**src/rtl/spq_pkg.sv**
```systemverilog
// shared types and constants for the sorted priority queue
package spq_pkg;

    localparam int DEPTH        = 16;
    localparam int KEY_BITS     = 32;
    localparam int PAYLOAD_BITS = 32;
    localparam int FIELD_BITS   = 32;

    typedef enum logic {
        FUNC_ENQ = 1'b0,
        FUNC_DEQ = 1'b1
    } t_func;

    typedef struct packed {
        t_func                         func;
        logic signed [FIELD_BITS-1:0]  key;
        logic        [FIELD_BITS-1:0]  payload;
    } t_in_item;

    typedef struct packed {
        logic                          success;
        logic signed [FIELD_BITS-1:0]  out_key;
        logic        [FIELD_BITS-1:0]  out_payload;
    } t_out_item;

    // broadcast to every cell of the chain
    typedef struct packed {
        logic enq;
        logic deq;
    } t_cell_ctl;

endpackage

```
**src/rtl/sorted_priority_queue_core.sv**
```systemverilog
// sorted priority queue top level: chain of entry cells plus count and result register
//
// Bounded max-priority queue kept sorted by descending key in a row of cells.
// An item is taken at a rising edge where i_start is high and o_busy is low;
// o_busy stays low, so one item can be issued every cycle.
// i_item.func selects enqueue or dequeue. Enqueue places the entry ahead of
// any stored entry with an equal key; dequeue removes the greatest key.
// Every item gives exactly one result on o_result, marked by o_valid for one
// cycle, in the cycle after the item was taken.
// All cells compare against the broadcast key in parallel and shift by one
// position in the same edge, so the insert depth does not change timing.
// Enqueue on a full queue fails (success 0) and echoes the item; dequeue on an
// empty queue fails and returns zero key and payload.
// Reset (synchronous, i_rst_n low) empties the queue; stored entries are not
// cleared. Results cannot be held off, so there is no output stall.
module sorted_priority_queue_core #(
    parameter int DEPTH        = spq_pkg::DEPTH,
    parameter int KEY_BITS     = spq_pkg::KEY_BITS,
    parameter int PAYLOAD_BITS = spq_pkg::PAYLOAD_BITS
) (
    input  logic               i_clk,
    input  logic               i_rst_n,
    input  logic               i_start,
    input  spq_pkg::t_in_item  i_item,
    output logic               o_busy,
    output logic               o_valid,
    output spq_pkg::t_out_item o_result
);

    localparam int CNT_W = $clog2(DEPTH + 1);
    localparam int FW    = spq_pkg::FIELD_BITS;

    logic               accept;
    logic               full, empty;
    spq_pkg::t_cell_ctl ctl;

    logic [CNT_W-1:0]   r_count, n_count;
    logic               r_valid;
    spq_pkg::t_out_item r_result, n_result;

    logic signed [KEY_BITS-1:0] new_key;
    logic [PAYLOAD_BITS-1:0]    new_pay;
    logic [63:0]                key_sext;
    logic [64:0]                head_key_ext;
    logic [64:0]                head_pay_ext;
    logic [64:0]                in_pay_ext;

    logic signed [KEY_BITS-1:0] cell_key [DEPTH];
    logic [PAYLOAD_BITS-1:0]    cell_pay [DEPTH];
    logic                       cell_gt  [DEPTH];

    assign o_busy = 1'b0;
    assign accept = i_start && !o_busy;
    assign full   = (r_count == CNT_W'(DEPTH));
    assign empty  = (r_count == '0);

    assign ctl.enq = accept && (i_item.func == spq_pkg::FUNC_ENQ) && !full;
    assign ctl.deq = accept && (i_item.func == spq_pkg::FUNC_DEQ) && !empty;

    // input key sign-extended then cut to the stored key width
    assign key_sext   = {{32{i_item.key[FW-1]}}, i_item.key};
    assign new_key    = key_sext[KEY_BITS-1:0];
    assign in_pay_ext = {33'b0, i_item.payload};
    assign new_pay    = in_pay_ext[PAYLOAD_BITS-1:0];

    // stored fields are zero-extended or cut back to the port width
    assign head_key_ext = {{(65-KEY_BITS){1'b0}}, cell_key[0]};
    assign head_pay_ext = {{(65-PAYLOAD_BITS){1'b0}}, cell_pay[0]};

    for (genvar i = 0; i < DEPTH; i++) begin : g_cell
        logic                       occ;
        logic                       left_gt;
        logic signed [KEY_BITS-1:0] left_key, right_key;
        logic [PAYLOAD_BITS-1:0]    left_pay, right_pay;

        assign occ = (CNT_W'(i) < r_count);

        if (i == 0) begin : g_head
            assign left_gt  = 1'b1;
            assign left_key = new_key;
            assign left_pay = new_pay;
        end else begin : g_body
            assign left_gt  = cell_gt[i-1];
            assign left_key = cell_key[i-1];
            assign left_pay = cell_pay[i-1];
        end

        if (i == DEPTH - 1) begin : g_tail
            assign right_key = cell_key[i];
            assign right_pay = cell_pay[i];
        end else begin : g_inner
            assign right_key = cell_key[i+1];
            assign right_pay = cell_pay[i+1];
        end

        spq_cell #(
            .KEY_BITS     (KEY_BITS),
            .PAYLOAD_BITS (PAYLOAD_BITS)
        ) u_cell (
            .i_clk       (i_clk),
            .i_ctl       (ctl),
            .i_occ       (occ),
            .i_new_key   (new_key),
            .i_new_pay   (new_pay),
            .i_left_gt   (left_gt),
            .i_left_key  (left_key),
            .i_left_pay  (left_pay),
            .i_right_key (right_key),
            .i_right_pay (right_pay),
            .o_gt        (cell_gt[i]),
            .o_key       (cell_key[i]),
            .o_pay       (cell_pay[i])
        );
    end

    always_comb begin
        n_count = r_count;
        if (ctl.enq) begin
            n_count = r_count + CNT_W'(1);
        end else if (ctl.deq) begin
            n_count = r_count - CNT_W'(1);
        end
    end

    always_comb begin
        n_result = r_result;
        if (accept) begin
            unique case (i_item.func)
                spq_pkg::FUNC_ENQ: begin
                    n_result.success     = !full;
                    n_result.out_key     = i_item.key;
                    n_result.out_payload = i_item.payload;
                end
                spq_pkg::FUNC_DEQ: begin
                    n_result.success     = !empty;
                    n_result.out_key     = empty ? '0 : head_key_ext[FW-1:0];
                    n_result.out_payload = empty ? '0 : head_pay_ext[FW-1:0];
                end
                default: begin
                    n_result = r_result;
                end
            endcase
        end
    end

    always_ff @(posedge i_clk) begin
        if (!i_rst_n) begin
            r_count <= '0;
            r_valid <= 1'b0;
        end else begin
            r_count <= n_count;
            r_valid <= accept;
        end
    end

    always_ff @(posedge i_clk) begin
        r_result <= n_result;
    end

    assign o_valid  = r_valid;
    assign o_result = r_result;

    a_count_bound: assert property (@(posedge i_clk) disable iff (!i_rst_n)
        r_count <= CNT_W'(DEPTH))
        else $error("entry count above depth");

    a_one_result: assert property (@(posedge i_clk) disable iff (!i_rst_n)
        accept |=> o_valid)
        else $error("accepted item gave no result");

    a_no_spurious: assert property (@(posedge i_clk) disable iff (!i_rst_n)
        !accept |=> !o_valid)
        else $error("result without an accepted item");

    a_enq_count: assert property (@(posedge i_clk) disable iff (!i_rst_n)
        ctl.enq |=> (r_count == $past(r_count) + CNT_W'(1)))
        else $error("enqueue did not grow the queue");

    a_deq_fail_zero: assert property (@(posedge i_clk) disable iff (!i_rst_n)
        (accept && i_item.func == spq_pkg::FUNC_DEQ && empty)
        |=> (o_valid && !o_result.success && o_result.out_key == '0
             && o_result.out_payload == '0))
        else $error("failed dequeue returned data");

endmodule

```
**src/rtl/spq_cell.sv**
```systemverilog
// one slot of the sorted chain: holds an entry, shifts toward tail or head
module spq_cell #(
    parameter int KEY_BITS     = spq_pkg::KEY_BITS,
    parameter int PAYLOAD_BITS = spq_pkg::PAYLOAD_BITS
) (
    input  logic                       i_clk,
    input  spq_pkg::t_cell_ctl         i_ctl,
    input  logic                       i_occ,
    input  logic signed [KEY_BITS-1:0] i_new_key,
    input  logic [PAYLOAD_BITS-1:0]    i_new_pay,
    input  logic                       i_left_gt,
    input  logic signed [KEY_BITS-1:0] i_left_key,
    input  logic [PAYLOAD_BITS-1:0]    i_left_pay,
    input  logic signed [KEY_BITS-1:0] i_right_key,
    input  logic [PAYLOAD_BITS-1:0]    i_right_pay,
    output logic                       o_gt,
    output logic signed [KEY_BITS-1:0] o_key,
    output logic [PAYLOAD_BITS-1:0]    o_pay
);

    logic signed [KEY_BITS-1:0] r_key, n_key;
    logic [PAYLOAD_BITS-1:0]    r_pay, n_pay;

    // entry stays ahead of the new key only when strictly greater
    assign o_gt = i_occ && (r_key > i_new_key);

    always_comb begin
        n_key = r_key;
        n_pay = r_pay;
        if (i_ctl.enq) begin
            priority if (o_gt) begin
                n_key = r_key;
                n_pay = r_pay;
            end else if (i_left_gt) begin
                n_key = i_new_key;
                n_pay = i_new_pay;
            end else begin
                n_key = i_left_key;
                n_pay = i_left_pay;
            end
        end else if (i_ctl.deq) begin
            n_key = i_right_key;
            n_pay = i_right_pay;
        end
    end

    always_ff @(posedge i_clk) begin
        r_key <= n_key;
        r_pay <= n_pay;
    end

    assign o_key = r_key;
    assign o_pay = r_pay;

endmodule

```
**config.mk**
```make
export PLATFORM = sky130hd
export DESIGN_NAME = sorted_priority_queue_core
export DESIGN_NICKNAME = d
export VERILOG_FILES = /design/src/rtl/spq_pkg.sv /design/src/rtl/sorted_priority_queue_core.sv /design/src/rtl/spq_cell.sv
export SDC_FILE = /design/constraint.sdc
export NUM_CORES = 2
export LEC_CHECK = 0
export BUFFER_PORTS_ARGS = -buffer_cell sky130_fd_sc_hd__buf_2
export CELL_PAD_IN_SITES_DETAIL_PLACEMENT = 0
export CELL_PAD_IN_SITES_GLOBAL_PLACEMENT = 2
export CORE_ASPECT_RATIO = 1.1
export CORE_MARGIN = 1
export CORE_UTILIZATION = 43
export DETAILED_ROUTE_END_ITERATION = 7
export HOLD_SLACK_MARGIN = 0.12
export PLACE_DENSITY_LB_ADDON = 0.1
export SLEW_MARGIN = 0
export SYNTH_ARGS = -nofsm -noshare
export SYNTH_HDL_FRONTEND = slang
export SYNTH_SLANG_ARGS = --single-unit
```
**constraint.sdc**
```tcl
create_clock -name i_clk -period 12.4 [get_ports i_clk]
set_clock_uncertainty 0.05 [all_clocks]
set_input_delay 2.48 -clock i_clk [delete_from_list [all_inputs] [get_ports i_clk]]
set_output_delay 2.48 -clock i_clk [all_outputs]
set_load 0.01 [all_outputs]
```
==> qor.yml <==
antenna_left: 0
worstPathRequired_ps: 12770
dominantRegCellSynth: "edfxtp_1"
grt_overflow_total: 0
synth_warnings: 0
slew_viol_final: 2
io_buffers: 133
first_global_vias: 52146
relSlewSlack_pct: -5.953
vias: 54087
power.share.switching_pct: 39.53
drtPass1Iterations: 6
cts.sinks: 1095
antenna_found_initial: 10
root_buffer: "clkbuf_16"
hp-class: "reg -> reg"
syn2layout_area_growth_pct: 9.988
seq_area_sq_um: 32820
core_area_sq_um: 151800
clk_latency_ps: 820
place_congestion: 0.9306
grt_pass1_wl_um: 386600
peakVddDrop_mv: 0.1852
die_height_um: 411.9
async_flop_share_pct: 0
grt_max_degree: 205
worstSetupEndpointType: "register"
nets: 6693
crit_path_max_fanout: 46
drive_gt1_share_pct: 11.99
cts_tree: "yes"
gr-usage-all-layers_pct: 34.64
arrival_ps: 7680
pwr-share-comb_pct: 32.7
p_seq_share_pct: 40.7
synth_seq_cells: 1095
powerDensity_nw_per_um2: 207.4
fmax_mhz: 136.8
clk_pin_slew_ps: 60
power_frac_clock_pct: 26.6
drt-total-wl_um: 272300
setup_tns_ps: 0
drt-wirelength-per-cell_um: 33.21
drc: 0
final-setup-viol-count: 0
viasPerCell: 6.598
netlist_instances: 6192
rows: 150
fillCellCount: 14237
critPathLaunchType: "primary input"
fin_util_pct: 47.58
intPower_mw: 9.058
final.min_clock_period_ps: 7309
synth.distinct_cells: 63
syn_area_per_cell_sq_um: 10.61
synth_seq_area_share_pct: 49.97
clockBufferDepth: 3
drtIter0Drc: 6409
cts_setup_buffers: 0
htreeDepth: 4
rsz0062_at_grt: "no"
chipWidth_um: 374.6
p_leak_nw: 29.83
start_util_pct: 43.26
dieArea_sq_um: 154300
status: "complete, but fails checks"
cts_resized: 0
violations: "capacitance limit, slew limit"
synth_nets: 6775
syn_area_sq_um: 65680
p_sw_mw: 5.922
worstMarginPinSlew_ps: 1549
period_share_pct: 58.94
drv_cap: 1
report.final.hold_viol_count: 0
multi_input_area_sq_um: 28210
cts_hold_buf: 0
ios: 135
path_class: "in -> reg"
synth-edff-count: 1089
dp_hpwl_um: 174500
cts_buffers: 134
-- sequential cells by signal, summed over array words and instances, names as in the netlist --
signal,flops
g_cell.u_cell.o_key,512
g_cell.u_cell.o_pay,512
o_result,65
o_valid,1
r_count,5
-- per-stage QoR --
stage                     instance area (sq um)  setup slack (ps)  std cells  total power [mW]  hold WS (ps)
after floorplan                           65680              2894       6192             8.863         453.6
after global placement                    67890              3588       7947             10.87         467.8
after detailed placement                  67930              4363       7950             10.93         467.6
after CTS                                 72230              5216       8192             14.92         474.7
after global routing                      72230              5075       8192             15.55         496.1
final                                     72240              5091       8198             14.98         469.4
-- synth_stat cells, drive strengths merged (80+ instances only) --
cell type	n	area share [%]
o211ai	80	0.91
clkbuf	206	1.2
a21o	136	1.6
nand3	120	0.91
o21ai	185	1.4
a21oi	212	1.6
inv	801	4.6
nand4	117	1.1
nand2	926	5.3
buf	242	2.0
edfxtp	1089	50
o221ai	643	9.7
nor2	231	1.3
ha	515	9.8
-- power groups by stage --
stage,clock [mW],combinational [mW],sequential [mW]
floorplan,0,2.99,5.87
global placement,0,4.73,6.14
detailed placement,0,4.78,6.14
CTS,4.04,4.81,6.08
global route,4.16,5.22,6.17
finish,3.99,4.90,6.10
-- routing by layer --
| metal | track usage (%) | vias to the layer above | share of wire, % |
|---|---|---|---|
| li1 | - | 23354 | - |
| met1 | 46.38 | 27533 | 41 |
| met2 | 54.90 | 2628 | 46 |
| met3 | 5.784 | 560 | 7.9 |
| met4 | 15.94 | 12 | 5.1 |
| met5 | 0 | - | 0.027 |
-- cell usage in the layout, fill, tap and decap left out, types with 27 or more instances in the layout --
| master | netlist | final |
|---|---|---|
| a21o_1 | 136 | 125 |
| a21oi_1 | 212 | 209 |
| a32o_1 | 64 | 64 |
| and3_1 | 67 | 67 |
| buf_2 | 155 | 132 |
| buf_4 | 10 | 96 |
| clkbuf_1 | 206 | 27 |
| clkbuf_16 | 0 | 135 |
| edfxtp_1 | 1089 | 1089 |
| ha_1 | 515 | 515 |
| inv_1 | 801 | 801 |
| mux2_2 | 63 | 63 |
| nand2_1 | 926 | 901 |
| nand3_1 | 120 | 120 |
| nand4_1 | 117 | 117 |
| nor2_1 | 231 | 231 |
| o211ai_1 | 80 | 80 |
| o21ai_0 | 173 | 172 |
| o221a_2 | 65 | 65 |
| o221ai_1 | 525 | 525 |
| o221ai_2 | 118 | 118 |
| o22ai_1 | 66 | 66 |
| o31ai_1 | 77 | 75 |
| o32ai_1 | 65 | 65 |
-- cells by family after synthesis --
family                   Yosys count  synth area share (%)
adder cells (fa/ha/maj)          515                 9.811
AND/OR/NAND/NOR                 1583                 10.45
multiplexers                      64                 1.095
AO/OA/AOI/OAI                   1681                 20.81
flip-flops                      1095                 49.97
other                              1              0.005709
buffers and inverters           1249                 7.799
XOR/XNOR                           4               0.05333
-- area by class of cell --
type                       instances  area share (%)
clock inverter                    76           1.051
multi-input combinational       3848           39.05
tap                             1976           3.422
inverter                         801           4.162
clock buffer                     166           4.893
antenna                            6         0.02078
sequential                      1095           45.43
timing repair buffer             230           1.968
-- path summary, 6_finish.rpt --
path	from	slack, ps	end	cells after the start
setup / recovery	i_item[62]	5090	g_cell[11].u_cell.o_pay[26]$_DFFE_PP_	11
hold / removal	g_cell[15].u_cell.o_pay[27]$_DFFE_PP_	470	g_cell[14].u_cell.o_pay[27]$_DFFE_PP_	2
setup reg to reg	r_count[1]$_SDFFE_PN0P_	6520	g_cell[15].u_cell.o_pay[22]$_DFFE_PP_	9
hold reg to reg	g_cell[15].u_cell.o_pay[27]$_DFFE_PP_	470	g_cell[14].u_cell.o_pay[27]$_DFFE_PP_	2
-- critical path, cell delays in order --
cell	delay [ps]
buf_2	130
inv_1	570
ha_1	380
nand4_1	250
nor2_1	90
a22o_1	230
or4_1	560
or3_4	610
a21oi_4	770
nand2b_4	600
buf_4	880
Power figures use the tool's default switching activity.
